$ cat config.mk
export PLATFORM = sky130hd
export DESIGN_NAME = cwfc_front
export DESIGN_NICKNAME = d
export VERILOG_FILES = /design/src/hw/rtl/cwfc_pkg.sv /design/src/hw/rtl/cwfc_front.sv
export SDC_FILE = /design/constraint.sdc
export NUM_CORES = 1
export LEC_CHECK = 0
export BUFFER_PORTS_ARGS = -buffer_cell sky130_fd_sc_hd__buf_2
export CORE_UTILIZATION = 65
export CTS_CLUSTER_DIAMETER = 100
export DETAILED_ROUTE_END_ITERATION = 10
export PLACE_DENSITY = 0.9
export SYNTH_ARGS = -nofsm -noshare
export SYNTH_HDL_FRONTEND = slang
export SYNTH_SLANG_ARGS = --single-unit
$ cat constraint.sdc
create_clock -name clock -period 7.8 [get_ports clock]
set_input_delay 1.17 -clock clock [delete_from_list [all_inputs] [get_ports clock]]
set_output_delay 1.17 -clock clock [all_outputs]
set_load 0.01 [all_outputs]
$ cat src/hw/rtl/cwfc_pkg.sv
`default_nettype none
// ----------------------------------------------------------------------------
// cwfc_pkg
// Shared types, constants and the CRC-8 byte update for the word frame checker.
// ----------------------------------------------------------------------------
package cwfc_pkg;

   localparam int MAX_WORDS    = 16;
   localparam int WORDS_W      = $clog2(MAX_WORDS + 1);
   localparam int WORD_COUNT_W = 5;
   localparam int CSR_INDEX_W  = 2;
   localparam int CSR_DATA_W   = 8;
   localparam int QUEUE_DEPTH  = 2;

   localparam logic [CSR_INDEX_W-1:0] CSR_WORD_COUNT     = 2'd0;
   localparam logic [CSR_INDEX_W-1:0] CSR_CRC_POLYNOMIAL = 2'd1;
   localparam logic [CSR_INDEX_W-1:0] CSR_CRC_INIT       = 2'd2;

   localparam logic [WORD_COUNT_W-1:0] WORD_COUNT_RESET = 5'd1;
   localparam logic [7:0]              CRC_POLY_RESET   = 8'h31;
   localparam logic [7:0]              CRC_INIT_RESET   = 8'hFF;
   localparam logic [7:0]              CRC_TOP_BIT      = 8'h80;

   typedef enum logic [1:0] {
      POS_HIGH,
      POS_LOW,
      POS_CHECK
   } pos_type;

   typedef struct packed {
      logic [WORD_COUNT_W-1:0] word_count;
      logic [7:0]              crc_polynomial;
      logic [7:0]              crc_init;
   } cfg_type;

   typedef struct packed {
      logic [15:0] data_word;
      logic        word_status;
      logic        last_word;
   } result_type;

   // MSB-first CRC-8 over one byte
   function automatic logic [7:0] crc8_byte(input logic [7:0] crc,
                                            input logic [7:0] b,
                                            input logic [7:0] poly);
      logic [7:0] c;
      c = crc ^ b;
      for (int i = 0; i < 8; i++) begin
         if ((c & CRC_TOP_BIT) != 8'd0) begin
            c = {c[6:0], 1'b0} ^ poly;
         end else begin
            c = {c[6:0], 1'b0};
         end
      end
      return c;
   endfunction

endpackage
`default_nettype wire

$ cat src/hw/rtl/cwfc_front.sv
`default_nettype none
// ----------------------------------------------------------------------------
// cwfc_front
// Byte intake: runs the CRC, assembles each triple and classifies the word.
// ----------------------------------------------------------------------------
module cwfc_front (
   input  wire logic                 clock,
   input  wire logic                 reset,
   input  wire cwfc_pkg::cfg_type    cfg,
   input  wire logic                 in_accept,
   input  wire logic [7:0]           rx_byte,
   output logic                      push_valid,
   output cwfc_pkg::result_type      push_entry
);

   cwfc_pkg::pos_type                 pos_ff, pos_in;
   logic [7:0]                        crc_ff, crc_in;
   logic [7:0]                        high_ff, high_in;
   logic [7:0]                        low_ff, low_in;
   logic [cwfc_pkg::WORDS_W-1:0]      seen_ff, seen_in;
   logic                              failed_ff, failed_in;

   logic [cwfc_pkg::WORDS_W-1:0]      eff_count;
   logic [cwfc_pkg::WORDS_W-1:0]      seen_inc;
   logic                              mismatch;
   logic                              frame_end;

   // zero acts as one word, oversize counts clamp
   always_comb begin
      if (cfg.word_count == '0) begin
         eff_count = cwfc_pkg::WORDS_W'(1);
      end else if (32'(cfg.word_count) > cwfc_pkg::MAX_WORDS) begin
         eff_count = cwfc_pkg::WORDS_W'(cwfc_pkg::MAX_WORDS);
      end else begin
         eff_count = cwfc_pkg::WORDS_W'(cfg.word_count);
      end
   end

   always_comb begin
      if (32'(seen_ff) < cwfc_pkg::MAX_WORDS) begin
         seen_inc = seen_ff + cwfc_pkg::WORDS_W'(1);
      end else begin
         seen_inc = seen_ff;
      end
      mismatch  = (crc_ff != rx_byte);
      frame_end = (seen_inc >= eff_count);
   end

   always_comb begin
      pos_in     = pos_ff;
      crc_in     = crc_ff;
      high_in    = high_ff;
      low_in     = low_ff;
      seen_in    = seen_ff;
      failed_in  = failed_ff;
      push_valid = 1'b0;
      push_entry.data_word   = {high_ff, low_ff};
      push_entry.word_status = mismatch;
      push_entry.last_word   = mismatch | frame_end;
      if (in_accept) begin
         case (pos_ff)
            cwfc_pkg::POS_HIGH: begin
               high_in = rx_byte;
               crc_in  = cwfc_pkg::crc8_byte(cfg.crc_init, rx_byte, cfg.crc_polynomial);
               pos_in  = cwfc_pkg::POS_LOW;
            end
            cwfc_pkg::POS_LOW: begin
               low_in = rx_byte;
               crc_in = cwfc_pkg::crc8_byte(crc_ff, rx_byte, cfg.crc_polynomial);
               pos_in = cwfc_pkg::POS_CHECK;
            end
            cwfc_pkg::POS_CHECK: begin
               pos_in = cwfc_pkg::POS_HIGH;
               crc_in = cfg.crc_init;
               if (failed_ff) begin
                  // swallow the rest of the frame, rearm at its end
                  if (frame_end) begin
                     failed_in = 1'b0;
                     seen_in   = '0;
                  end else begin
                     seen_in = seen_inc;
                  end
               end else begin
                  push_valid = 1'b1;
                  if (frame_end) begin
                     seen_in = '0;
                  end else begin
                     seen_in = seen_inc;
                     if (mismatch) begin
                        failed_in = 1'b1;
                     end
                  end
               end
            end
            default: begin
               pos_in = cwfc_pkg::POS_HIGH;
            end
         endcase
      end
   end

   always_ff @(posedge clock) begin
      if (reset) begin
         pos_ff    <= cwfc_pkg::POS_HIGH;
         crc_ff    <= cwfc_pkg::CRC_INIT_RESET;
         seen_ff   <= '0;
         failed_ff <= 1'b0;
      end else begin
         pos_ff    <= pos_in;
         crc_ff    <= crc_in;
         seen_ff   <= seen_in;
         failed_ff <= failed_in;
      end
      high_ff <= high_in;
      low_ff  <= low_in;
   end

endmodule
`default_nettype wire

* Word-level counts from Yosys, hierarchy flattened
Cells that the tools add are included.
** Cells by class
- Add/sub/neg operators :: 1
- $mul :: 0
- Divide/modulo/power cells :: 0
- Order comparisons :: 3
- Eq/ne operators :: 3
- Shift-type cells :: 0
- Muxes and demuxes :: 57
- Bitwise gates (word level) :: 19
- Reductions and logical operators :: 7
** Operators by type and width (number)
- $mux 8 :: 44
- $xor 8x8->8 :: 18
- $pmux 8 s3 :: 1
- $mux 5 :: 4
- $ne 8x8->1 :: 1
- $reduce_and 2->1 :: 4
- $mux 1 :: 7
- $add 5x1->5 const B :: 1
- $ge 5x5->1 :: 1
- $gt 5x5->1 const B :: 1
- $logic_not 5->1 :: 1
- $lt 5x5->1 const B :: 1
- $pmux 2 s2 :: 1
- $reduce_bool 3->1 :: 1
- $eq 2x1->1 const B :: 1
- $eq 2x2->1 const B :: 1
- $logic_not 2->1 :: 1
- $or 1x1->1 :: 1
** Storage, ports and cells
- Flip-flop bits (word level) :: 32
- Bits in latches :: 0
- Memory bits (writable) :: 0
- Memory bits (read-only) :: 0
- Input bits :: 32
- Word-level logic and storage cells :: 96
- Memories kept :: 0

* Logic depth before layout (Yosys ltp)
Gate-level depths: netlist (run 1).
- Word-level depth :: 32
- Mapped depth :: 16
- Depth with buffers taken out :: 13

* Worst setup path after synthesis (run 1)
No wires, ideal clock.
- Kind :: input -> register
- From :: input port rx_byte[5]
- To :: register crc_ff[2]
- Library setup time :: 0.060 ns
- Data arrival time :: 4.555 ns
- Data required time :: 7.740 ns
- Setup slack :: 3.185 ns
- Cell stages on the path :: 13
- Path through :: xnor2_2 > xnor2_4 > mux2i_1 > or4_1 > a21o_1 > a211oi_2 > or2_1 > xor3_2 > or2_4 > xnor2_4 > and3_1 > o31ai_1 > o221a_1
** On the way
- Word-level cells in the longest chain between the ends :: 30
- Elaborated cells on any way between the ends :: 61
- Classes of those cells :: 45 x mux; 16 x bitwise
** RTL lines
- start: declaration :: line cwfc_front.sv:11 : input wire logic [7:0] rx_byte,
- $xor 8x8->8 :: line cwfc_pkg.sv:47 : c = crc ^ b;
- $xor 8x8->8 :: line cwfc_pkg.sv:50 : c = {c[6:0], 1'b0} ^ poly;
- $mux 8 :: line cwfc_pkg.sv:49 : if ((c & CRC_TOP_BIT) != 8'd0) begin
- $mux 8 :: line cwfc_front.sv:61 : case (pos_ff)
- $mux 8 :: line cwfc_front.sv:60 : if (in_accept) begin
- $xor 8x8->8 :: line cwfc_pkg.sv:50
- $mux 8 :: line cwfc_pkg.sv:49
- $mux 8 :: line cwfc_front.sv:61
- [14 not listed]
- $mux 8 (on tied branches) :: line cwfc_front.sv:60, cwfc_front.sv:61
- $xor 8x8->8 / $mux 8 (equally long branches) :: line cwfc_pkg.sv:50, cwfc_front.sv:60
- $mux 8 / $xor 8x8->8 (equally long branches) :: line cwfc_pkg.sv:49, cwfc_pkg.sv:50
- $mux 8 (on tied branches) :: line cwfc_front.sv:61, cwfc_pkg.sv:49
- $mux 8 (on tied branches) :: line cwfc_front.sv:60, cwfc_front.sv:61
- $xor 8x8->8 / $mux 8 (equally long branches) :: line cwfc_pkg.sv:50, cwfc_front.sv:60
- $mux 8 :: line cwfc_pkg.sv:49
- $pmux 8 s3 (*) :: line cwfc_front.sv:61
- end signal: assignment :: line cwfc_front.sv:105 : crc_ff <= cwfc_pkg::CRC_INIT_RESET;
- end signal: assignment :: line cwfc_front.sv:110 : crc_ff <= crc_in;
- end: declaration :: line cwfc_front.sv:17 : logic [7:0] crc_ff, crc_in;
Every way passes the cells marked *; elsewhere a longest branch is shown, timed or not. The select of a mux whose other input is x is not followed.
A chain may end at the register's enable or synchronous reset.

* Final worst setup path (run 1)
- From :: input port rx_byte[6]
- To :: register crc_ff[6]
** On the way
- Word-level cells in the longest chain between the ends :: 31
- Elaborated cells on any way between the ends :: 61
- Classes of those cells :: 45 x mux; 16 x bitwise
** RTL lines (line)
- $xor 8x8->8 :: cwfc_pkg.sv:47
- $xor 8x8->8 :: cwfc_pkg.sv:50
- $mux 8 :: cwfc_pkg.sv:49
- $mux 8 :: cwfc_front.sv:61
- $mux 8 :: cwfc_front.sv:60
- $mux 8 :: cwfc_pkg.sv:49
- $mux 8 :: cwfc_front.sv:61
- $mux 8 :: cwfc_front.sv:60
- [15 not listed]
- $mux 8 :: cwfc_front.sv:60
- $xor 8x8->8 :: cwfc_pkg.sv:50
- $mux 8 :: cwfc_pkg.sv:49
- $mux 8 :: cwfc_front.sv:61
- $mux 8 :: cwfc_front.sv:60
- $xor 8x8->8 :: cwfc_pkg.sv:50
- $mux 8 :: cwfc_pkg.sv:49
- $pmux 8 s3 (*) :: cwfc_front.sv:61
Marks and branches as above.

==> run summary, run 1 <==
================================================================================
Routed via count divided by cell count ............................         6.88
CTS hold repair buffers ...........................................            0
Final Cycle Share .................................................        0.692
Routed Antenna Nets ...............................................            0
Pleak .............................................................      1.92 nW
Data required time of the critical path ...........................      8030 ps
Number of antenna violations at the first check in global routing .            0
EDFF count, synth .................................................           16
Pin slew with the least headroom to its limit .....................      1280 ps
Post-synthesis cell type with the largest combined area ........... sky130_fd_sc_hd__xnor2_1
Chip height .......................................................      85.6 um
Final number of hold-violating endpoints ..........................            0
Fin Clk Skew ......................................................      8.01 ps
Cell variety after synth ..........................................           81
Number of instances in the synthesized netlist ....................          590
Internal power ....................................................      1.11 mW
Power spent charging and discharging nets .........................      1.14 mW
Layout cell share with drive strength beyond 1 ....................        0.139
Proportion of power drawn by combinational gates ..................        0.848
Clock Tree Root ................................................... sky130_fd_sc_hd__clkbuf_8
Accumulated negative setup slack ..................................         0 ps
CTS tree ..........................................................         done
Buffer count from post-CTS setup fixing ...........................            0
First-pass GRT wire length ........................................    21,500 um
Synth Register Bits ...............................................           32
Fraction of power spent switching nets ............................        0.506
Register share of total power .....................................        0.098
Max-Cap Viols .....................................................            0
Fill cell count ...................................................          524
Clock transition at path regs .....................................        70 ps
Count of input and output buffers .................................           50
Maximum net fanout on the critical path ...........................           17
Drt first pass iters ..............................................            9
Power Dens Cells ..................................................  462 nW/um^2
Number of I/O pins ................................................           51
Cts bufs inserted .................................................            5
Total detailed-routing wirelength .................................    13,600 um
Leading post-synthesis cells by cell area ......................... sky130_fd_sc_hd__xnor2_1, sky130_fd_sc_hd__edfxtp_1, sky130_fd_sc_hd__nand2_1
Residual DRC count ................................................            1
Outcome ........................................................... complete, but fails checks
Most numerous cell in the Yosys netlist ........................... sky130_fd_sc_hd__nand2_1
Sequential cell area ..............................................     801 um^2
Area taken by multi-input logic gates .............................    3550 um^2
Mean instance size in the synthesized netlist .....................    7.70 um^2
Post-Place Setup Slack ............................................      2190 ps
Core Rows .........................................................           30
Number of global-route vias before repair .........................        4,410
Area growth from synthesis to layout ..............................        7.11%
Nature of the critical path startpoint ............................   input port
Rel. slew slack ...................................................        0.141
Count of H-tree levels built during CTS ...........................            2
Global placement routability congestion ...........................        0.978
Post-DP HPWL ......................................................    10,000 um
Violations in the final reports ................................... design-rule violations
Worst Slack Setup Final ...........................................      2410 ps
Initial core utilization ..........................................        0.672
Global Route Usage Sum ............................................        0.374
Worst setup path category ......................................... input port to flip-flop
Number of pins exceeding their max-slew limit in the final report .            0
Final-stage net count .............................................          659
Fmax ..............................................................    0.185 GHz
Antenna diode count ...............................................            0
Most common flop cell mapped by yosys ............................. sky130_fd_sc_hd__edfxtp_1
Non-Filler Cell Area, Final .......................................    4860 um^2
Routed len/inst ...................................................      19.5 um
Starting DRT DRC Count ............................................          542
Worst min-delay path class ........................................ flip-flop to flip-flop
GRT overflow ......................................................            0
Post-synthesis async set-or-reset flop share ......................            0
Most frequent cells after synthesis ............................... sky130_fd_sc_hd__nand2_1, sky130_fd_sc_hd__xnor2_1, sky130_fd_sc_hd__nor2_1
Core box area .....................................................    6760 um^2
Placement-stage cell area .........................................    4780 um^2
Maximum number of pins on one net before global-route repair ......           45
Data arrival, critical path .......................................      5630 ps
Chip Width ........................................................      85.6 um
Minimum clock period after layout .................................      5390 ps
Clock sink count ..................................................           32
Synthesized cell area .............................................    4540 um^2
Worst-case vdd ir drop ............................................     0.378 mV
Clk_lat worst skew ................................................       290 ps
Synthesis warning total ...........................................            0
Die outline area ..................................................    7330 um^2
Sequential cell area fraction in the yosys report .................        0.176
Part of the power in the clock network ............................        0.054
Post-Synthesis Net Count ..........................................          633
Number of cells upsized or downsized after cts ....................            0
Final setup violation count .......................................            0
Total number of vias ..............................................        4,796
Area share of the leading cell type in the synthesized netlist ....        0.143
Critical path capture point type ..................................    flip-flop
Maximum count of clock buffers along a single path ................            2
Unrepaired setup endpoints after global routing ...................           no
================================================================================
-- power by group through the flow --
stage          Sequential, mW  Clock (mW)  Combinational [mW]
2_1_floorplan           0.220           0                1.53
3_3_place_gp            0.222           0                1.79
3_5_place_dp            0.223           0                1.85
4_1_cts                 0.219       0.120                1.86
5_1_grt                 0.222       0.129                2.04
6_report                0.221       0.121                1.91
-- placed cells by master (no fill, tap or decap), types with 5 or more instances in the layout --
cell type	count
sky130_fd_sc_hd__o221a_1	6
sky130_fd_sc_hd__ha_1	11
sky130_fd_sc_hd__xor2_1	24
sky130_fd_sc_hd__a211oi_1	6
sky130_fd_sc_hd__and3_1	9
sky130_fd_sc_hd__nor3_1	16
sky130_fd_sc_hd__o31ai_1	5
sky130_fd_sc_hd__nand2b_1	8
sky130_fd_sc_hd__inv_1	12
sky130_fd_sc_hd__nand4_1	8
sky130_fd_sc_hd__buf_2	50
sky130_fd_sc_hd__xnor3_1	7
sky130_fd_sc_hd__nor2_1	50
sky130_fd_sc_hd__edfxtp_1	16
sky130_fd_sc_hd__nand3_1	17
sky130_fd_sc_hd__o211ai_1	10
sky130_fd_sc_hd__dfxtp_1	16
sky130_fd_sc_hd__a21oi_1	25
sky130_fd_sc_hd__nor4_1	7
sky130_fd_sc_hd__clkbuf_8	5
sky130_fd_sc_hd__nand2_1	93
sky130_fd_sc_hd__a221oi_1	6
sky130_fd_sc_hd__xnor2_1	74
sky130_fd_sc_hd__o21ai_1	7
sky130_fd_sc_hd__o21a_1	5
sky130_fd_sc_hd__o21ai_0	24
-- path summary, 6_finish.rpt --
| kind | start | depth (start not counted) | slack (ps) | end |
|---|---|---|---|---|
| max | rx_byte[6] | 14 | 2410 | crc_ff[6] |
| min | failed_ff | 1 | 480 | failed_ff |
| max reg2reg | crc_ff[6] | 13 | 2930 | crc_ff[6] |
| min reg2reg | failed_ff | 1 | 480 | failed_ff |
-- logic make-up after synthesis --
group,Yosys count,share of synthesized area
xor+xnor,115,0.268
compound gates,144,0.231
flops,32,0.176
fa+ha+maj,11,0.0303
buf+inv,50,0.0430
simple gates,233,0.240
mux,5,0.0116
-- state kept, by name (all words and copies together), names as in the netlist --
name	cells
pos_ff	2
seen_ff	5
high_ff	8
crc_ff	8
failed_ff	1
low_ff	8
-- worst max-delay path, stage by stage --
cell                       delay [ps]
sky130_fd_sc_hd__buf_2            160
sky130_fd_sc_hd__xor2_1          1010
sky130_fd_sc_hd__nor2_1           270
sky130_fd_sc_hd__a221oi_1         350
sky130_fd_sc_hd__o311a_1          310
sky130_fd_sc_hd__nand2_1           80
sky130_fd_sc_hd__xnor3_1          480
sky130_fd_sc_hd__a211oi_1         450
sky130_fd_sc_hd__o211a_1          280
sky130_fd_sc_hd__o21ai_2           90
sky130_fd_sc_hd__xnor3_1          380
sky130_fd_sc_hd__and3_1           200
sky130_fd_sc_hd__o31ai_2          190
sky130_fd_sc_hd__o221a_1          210
-- area by class of cell --
| class | instances | share of cell area |
|---|---|---|
| multi-input cells | 508 | 0.729 |
| flip-flops and latches | 32 | 0.165 |
| repair buffers | 54 | 0.0576 |
| well taps | 80 | 0.0206 |
| clock buffers | 7 | 0.0157 |
| inverters | 15 | 0.0116 |
| clock inverters | 1 | 0.00103 |
-- per-layer routing --
metal | track usage | up-vias | wire length, um
met5 | 0 | - | 0
met4 | 0.194 | 0 | 693
met3 | 0.0722 | 93 | 1740
met2 | 0.599 | 366 | 6000
met1 | 0.482 | 2156 | 5150
li1 | - | 2181 | -
-- stage by stage --
stage	hold WS (ps)	std cells	utilization	power, mW
finish	476	697	0.720	2.25
global route	515	697	0.720	2.39
CTS	474	697	0.720	2.20
detailed placement	461	689	0.708	2.07
global placement	447	689	0.708	2.01
floorplan	441	590	-	1.75
(Power assumes the default switching activity.)
==> run 2: changes to the inputs <==
CORE_UTILIZATION = 61   (was 65)
PLACE_DENSITY = 0.86   (was 0.9)
clock period = 5.3 ns   (was 7.8 ns; I/O delays follow)
==> run summary, run 2 (synthesis gave the netlist of run 1 again) <==
================================================================================
Drt first pass iters ..............................................            5   was 9
Starting DRT DRC Count ............................................          445   was 542
Leading cell type in the layout, fill and taps excluded ........... sky130_fd_sc_hd__nand2_1   unchanged
Data required time of the critical path ...........................      5530 ps   was 8030 ps
Final setup violation count .......................................            0   unchanged
Nature of the critical path startpoint ............................   input port   unchanged
Global placement routability congestion ...........................        0.979   was 0.978
Unrepaired setup endpoints after global routing ...................           no   unchanged
Antenna diode count ...............................................            0   unchanged
Number of antenna violations at the first check in global routing .            0   unchanged
Accumulated negative setup slack ..................................         0 ps   unchanged
Slowest cell on the critical path ................................. sky130_fd_sc_hd__xnor2_1   was sky130_fd_sc_hd__xor2_1
Maximum count of clock buffers along a single path ................            2   unchanged
Ordered list of cells on the worst path ........................... buf_2 > xnor2_1 > nor3_2 > nor2_1 > o311ai_1 > a22o_1 > xnor2_1 > xnor3_1 > a211oi_2 > o21ai_1 > xnor3_1 > nor4_1 > nand3b_1 > o221a_1   was buf_2 > xor2_1 > nor2_1 > a221oi_1 > o311a_1 > nand2_1 > xnor3_1 > a211oi_1 > o211a_1 > o21ai_2 > xnor3_1 > and3_1 > o31ai_2 > o221a_1
Maximum number of pins on one net before global-route repair ......           35   was 45
Final Cycle Share .................................................        0.889
Cts bufs inserted .................................................            5   unchanged
Worst Slack Setup Final ...........................................       589 ps   was 2410 ps
Minimum clock period after layout .................................      4710 ps
Most frequent cells in the layout ................................. sky130_fd_sc_hd__nand2_1, sky130_fd_sc_hd__xnor2_1, sky130_fd_sc_hd__nor2_1, sky130_fd_sc_hd__buf_2, sky130_fd_sc_hd__a21oi_1   unchanged
Count of input and output buffers .................................           50   unchanged
Buffer count from post-CTS setup fixing ...........................            0   unchanged
Residual DRC count ................................................            0   was 1
Routed via count divided by cell count ............................         6.49   was 6.88
Fill cell count ...................................................          617   was 524
Final number of hold-violating endpoints ..........................            0   unchanged
Total detailed-routing wirelength .................................    13,100 um   was 13,600 um
Core Rows .........................................................           31   was 30
Post-DP HPWL ......................................................      9920 um   was 10,000 um
First-pass GRT wire length ........................................    20,800 um   was 21,500 um
Post-Place Setup Slack ............................................       342 ps   was 2190 ps
Total number of vias ..............................................        4,680   was 4,796
Clock sink count ..................................................           32   unchanged
Pin slew with the least headroom to its limit .....................       934 ps   was 1280 ps
Die outline area ..................................................    7800 um^2   was 7330 um^2
Number of I/O pins ................................................           51   unchanged
Max-Cap Viols .....................................................            0   unchanged
Global Route Usage Sum ............................................        0.349   was 0.374
Delay of the slowest cell on the worst path .......................       750 ps   was 1010 ps
Worst-case vdd ir drop ............................................     0.666 mV   was 0.378 mV
Count of H-tree levels built during CTS ...........................            2   unchanged
Initial core utilization ..........................................        0.630   was 0.672
Routed len/inst ...................................................      18.2 um   was 19.5 um
Core box area .....................................................    7210 um^2   was 6760 um^2
Number of cells upsized or downsized after cts ....................            0   unchanged
Fmax ..............................................................    0.212 GHz
Clock transition at path regs .....................................        60 ps   was 70 ps
CTS tree ..........................................................         done   unchanged
Layout cell share with drive strength beyond 1 ....................        0.148   was 0.139
Routed Antenna Nets ...............................................            0   unchanged
Pleak .............................................................      1.95 nW   was 1.92 nW
Clk_lat worst skew ................................................       280 ps   was 290 ps
Worst hold slack ..................................................       487 ps   was 476 ps
Number of global-route vias before repair .........................        4,209   was 4,410
Utilization after layout ..........................................        0.683   was 0.720
Area growth from synthesis to layout ..............................        8.48%   was 7.11%
Clock Tree Root ................................................... sky130_fd_sc_hd__clkbuf_8   unchanged
Critical path capture point type ..................................    flip-flop   unchanged
Chip Width ........................................................      88.3 um   was 85.6 um
Maximum net fanout on the critical path ...........................           11   was 17
CTS hold repair buffers ...........................................            0   unchanged
Power Dens Cells ..................................................  669 nW/um^2   was 462 nW/um^2
Number of pins exceeding their max-slew limit in the final report .            0   unchanged
Final-stage net count .............................................          664   was 659
GRT overflow ......................................................            0   unchanged
Registers with the highest flip-flop counts ....................... crc_ff (8), high_ff (8), low_ff (8)   unchanged
Chip height .......................................................      88.3 um   was 85.6 um
Fin Clk Skew ......................................................      4.59 ps   was 8.01 ps
Data arrival, critical path .......................................      4940 ps   was 5630 ps
Worst min-delay path class ........................................ flip-flop to flip-flop   unchanged
Worst setup path category ......................................... input port to flip-flop   unchanged
Outcome ........................................................... finished clean   was complete, but fails checks
Rel. slew slack ...................................................        0.373   was 0.141
================================================================================
==> run 2: changes by cell type in the layout (fill, tap and decap cells not counted) <==
cell / delta
sky130_fd_sc_hd__clkinv_1: +1
sky130_fd_sc_hd__clkbuf_1: -2
sky130_fd_sc_hd__buf_4: +5
sky130_fd_sc_hd__clkinv_2: +1
==> run 2: area by class of cell <==
type	count	area (um^2)	share of cell area
flip-flops and latches	32	801	0.163
repair buffers	59	318	0.0645
clock inverters	3	13.8	0.00279
inverters	15	56.3	0.0114
well taps	99	124	0.0251
multi-input cells	508	3550	0.720
clock buffers	5	68.8	0.0140
==> run 2: path summary, 6_finish.rpt <==
path,from,endpoint,slack (ps),cells after the start
setup / recovery,rx_byte[7],crc_ff[5],590,14
hold reg to reg,seen_ff[3],seen_ff[3],490,2
hold / removal,seen_ff[3],seen_ff[3],490,2
setup reg to reg,crc_ff[7],crc_ff[5],840,13
==> run 2: per-stage QoR <==
| step | instance area, um^2 | total power, mW | cells |
|---|---|---|---|
| floorplan | 4540 | 2.58 | 590 |
| global route | 4930 | 3.52 | 721 |
| CTS | 4930 | 3.25 | 721 |
| global placement | 4840 | 3.00 | 713 |
| detailed placement | 4840 | 3.05 | 713 |
| finish | 4930 | 3.30 | 721 |
==> run 2: metal layers <==
layer	track usage	share of wire
met5	0	0
met4	0.155	0.036
met3	0.0541	0.11
met2	0.556	0.45
met1	0.468	0.41
==> run 2: report_power, final <==
| part | internal [mW] | total (mW) | leakage (nW) | switching (mW) |
|---|---|---|---|---|
| clock | 0.0889 | 0.176 | 0.0453 | 0.0870 |
| sequential | 0.293 | 0.328 | 0.281 | 0.0346 |
| combinational | 1.26 | 2.79 | 1.62 | 1.53 |
==> run 2: critical path, delay by kind of cell <==
| family | cells | cell delay (ps) |
|---|---|---|
| xor+xnor | 4 | 1980 |
| compound gates | 5 | 1100 |
| simple gates | 4 | 890 |
| buf+inv | 1 | 160 |
==> run 3: changes to the inputs <==
RECOVER_POWER = 50   (was default)
==> run summary, run 3 (synthesis gave the netlist of run 1 again) <==
================================================================================
Cell total after placement ........................................          713   unchanged
Leading cell type in the layout, fill and taps excluded ........... sky130_fd_sc_hd__nand2_1   unchanged
Count of H-tree levels built during CTS ...........................            2   unchanged
Sequential cell area ..............................................     801 um^2   unchanged
Routed Antenna Nets ...............................................            0   unchanged
Beginning of the worst hold path ..................................   seen_ff[3]   unchanged
Register-to-register path setup slack .............................       830 ps   was 840 ps
Fill cell count ...................................................          625   was 617
Maximum number of pins on one net before global-route repair ......           35   unchanged
Setup crit start ..................................................   rx_byte[7]   unchanged
Accumulated negative setup slack ..................................         0 ps   unchanged
Start of the worst register-to-register path ......................    crc_ff[7]   unchanged
Initial core utilization ..........................................        0.630   unchanged
Clock Tree Root ................................................... sky130_fd_sc_hd__clkbuf_8   unchanged
Final-stage net count .............................................          664   unchanged
Top Family by Delay on Critical Path .............................. simple AND/OR/NAND/NOR gates   was XOR/XNOR gates
First-pass GRT wire length ........................................    20,800 um   unchanged
Number of global-route vias before repair .........................        4,209   unchanged
CTS tree ..........................................................         done   unchanged
Data required time of the critical path ...........................      5530 ps   about the same
Non-Filler Cell Area, Final .......................................    4910 um^2   was 4930 um^2
CTS hold repair buffers ...........................................            0   unchanged
Most frequent cells in the layout ................................. sky130_fd_sc_hd__nand2_1, sky130_fd_sc_hd__xnor2_1, sky130_fd_sc_hd__nor2_1, sky130_fd_sc_hd__buf_2, sky130_fd_sc_hd__a21oi_1   unchanged
Total number of vias ..............................................        4,671   was 4,680
Count of buffer and inverter cells on the critical path ...........            1   unchanged
Core Rows .........................................................           31   unchanged
Antenna diode count ...............................................            0   unchanged
GRT overflow ......................................................            0   unchanged
Rel. slew slack ...................................................        0.370   was 0.373
Final setup violation count .......................................            0   unchanged
Max-Cap Viols .....................................................            0   unchanged
Number of pins exceeding their max-slew limit in the final report .            0   unchanged
Count of input and output buffers .................................           50   unchanged
Nature of the critical path startpoint ............................   input port   unchanged
Overall power after layout ........................................      3.29 mW   was 3.30 mW
Clock sink count ..................................................           32   unchanged
Unrepaired setup endpoints after global routing ...................           no   unchanged
Number of cells upsized or downsized after cts ....................            0   unchanged
Depth of the most critical reg-to-reg path ........................           13   unchanged
Clk_lat worst skew ................................................       280 ps   about the same
Registers with the highest flip-flop counts ....................... crc_ff (8), high_ff (8), low_ff (8)   unchanged
Chip height .......................................................      88.3 um   unchanged
Pleak .............................................................      1.90 nW   was 1.95 nW
Total detailed-routing wirelength .................................    13,100 um   about the same
Buffer count from post-CTS setup fixing ...........................            0   unchanged
Power Dens Cells ..................................................  671 nW/um^2   was 669 nW/um^2
Routed len/inst ...................................................      18.1 um   was 18.2 um
Non-filler instance count after layout ............................          721   unchanged
Layout cell share with drive strength beyond 1 ....................        0.121   was 0.148
Core box area .....................................................    7210 um^2   unchanged
Critical path capture point type ..................................    flip-flop   unchanged
Global placement routability congestion ...........................        0.979   unchanged
Post-DP HPWL ......................................................      9920 um   unchanged
Minimum clock period after layout .................................      4820 ps   was 4710 ps
Residual DRC count ................................................            0   unchanged
Final Cycle Share .................................................        0.910   was 0.889
Slowest cell on the critical path ................................. sky130_fd_sc_hd__xor2_2   was sky130_fd_sc_hd__xnor2_1
Global Route Usage Sum ............................................        0.349   unchanged
Placement-stage cell area .........................................    4840 um^2   unchanged
Die outline area ..................................................    7800 um^2   unchanged
Cts bufs inserted .................................................            5   unchanged
Drt first pass iters ..............................................            5   unchanged
Starting DRT DRC Count ............................................          440   was 445
Worst-case vdd ir drop ............................................     0.665 mV   was 0.666 mV
Fin Clk Skew ......................................................      4.17 ps   was 4.59 ps
Worst setup path category ......................................... input port to flip-flop   unchanged
Utilization after layout ..........................................        0.680   was 0.683
Maximum count of clock buffers along a single path ................            2   unchanged
Routed via count divided by cell count ............................         6.48   was 6.49
Worst min-delay path class ........................................ flip-flop to flip-flop   unchanged
Number of I/O pins ................................................           51   unchanged
Outcome ........................................................... finished clean   unchanged
Capture point of the critical path ................................    crc_ff[5]   unchanged
Pin slew with the least headroom to its limit .....................       939 ps   was 934 ps
Number of antenna violations at the first check in global routing .            0   unchanged
Maximum net fanout on the critical path ...........................            9   was 11
Chip Width ........................................................      88.3 um   unchanged
Fmax ..............................................................    0.207 GHz   was 0.212 GHz
RR Endpoint .......................................................    crc_ff[5]   unchanged
Delay of the slowest cell on the worst path .......................       550 ps   was 750 ps
Area taken by multi-input logic gates .............................    3550 um^2   unchanged
Final number of hold-violating endpoints ..........................            0   unchanged
Number of cells on the critical path ..............................           14   unchanged
Area growth from synthesis to layout ..............................        8.02%   was 8.48%
Data arrival, critical path .......................................      5050 ps   was 4940 ps
Ordered list of cells on the worst path ........................... clkbuf_1 > xor2_2 > nand2_1 > xnor2_1 > or4_1 > a21o_1 > a211oi_2 > or2_1 > xor3_2 > or2_4 > xor2_1 > nor4_1 > nand3b_1 > o221a_1   was buf_2 > xnor2_1 > nor3_2 > nor2_1 > o311ai_1 > a22o_1 > xnor2_1 > xnor3_1 > a211oi_2 > o21ai_1 > xnor3_1 > nor4_1 > nand3b_1 > o221a_1
Clock transition at path regs .....................................        60 ps   about the same
================================================================================
run 3: cell types whose count changed in the layout (fill, tap and decap cells not counted), sizes merged:
cell | before | now
clkbuf | 5 | 22
buf | 59 | 42
run 3: worst min path at each step:
stage | endpoint | slack (ps) | cells after the start
final | seen_ff[3] | 490 | 2
after global routing | seen_ff[3] | 510 | 2
after CTS | failed_ff | 490 | 1
after detailed placement | failed_ff | 470 | 1
after global placement | failed_ff | 450 | 1
after floorplan | failed_ff | 440 | 1
run 3: cell type report:
type,count,share of cell area
Multi-Input combinational cell,508,0.723
Sequential cell,32,0.163
Timing Repair Buffer,59,0.0604
Tap cell,99,0.0252
Clock buffer,5,0.0140
Inverter,15,0.0115
Clock inverter,3,0.00281
run 3: per-stage QoR:
step           hold slack [ps]  setup WS (ps)
2_1_floorplan              441           1060
6_report                   487            478
5_1_grt                    507            164
3_3_place_gp               449            479
4_1_cts                    486            648
3_5_place_dp               471            342
run 3: routing by layer:
metal	vias to the layer above	global-route usage	wire length, um
met1	2165	0.468	5420
met4	0	0.155	503
met3	45	0.0541	1290
met2	277	0.556	5850
met5	-	0	0
li1	2184	-	-
run 3: worst register-to-register path, stage by stage, from the launching register on:
cell	delay [ps]
sky130_fd_sc_hd__dfxtp_1	390
sky130_fd_sc_hd__xnor2_1	790
sky130_fd_sc_hd__xnor2_1	210
sky130_fd_sc_hd__a21oi_1	110
sky130_fd_sc_hd__or4_1	520
sky130_fd_sc_hd__a21o_1	220
sky130_fd_sc_hd__a211oi_2	420
sky130_fd_sc_hd__or2_1	180
sky130_fd_sc_hd__xor3_2	450
sky130_fd_sc_hd__or2_4	280
sky130_fd_sc_hd__xor2_1	210
sky130_fd_sc_hd__nor4_1	280
sky130_fd_sc_hd__nand3b_1	160
sky130_fd_sc_hd__o221a_1	180
run 3: power by group:
part | internal (mW) | switching [mW]
clock | 0.0889 | 0.0871
combinational | 1.26 | 1.53
sequential | 0.293 | 0.0351
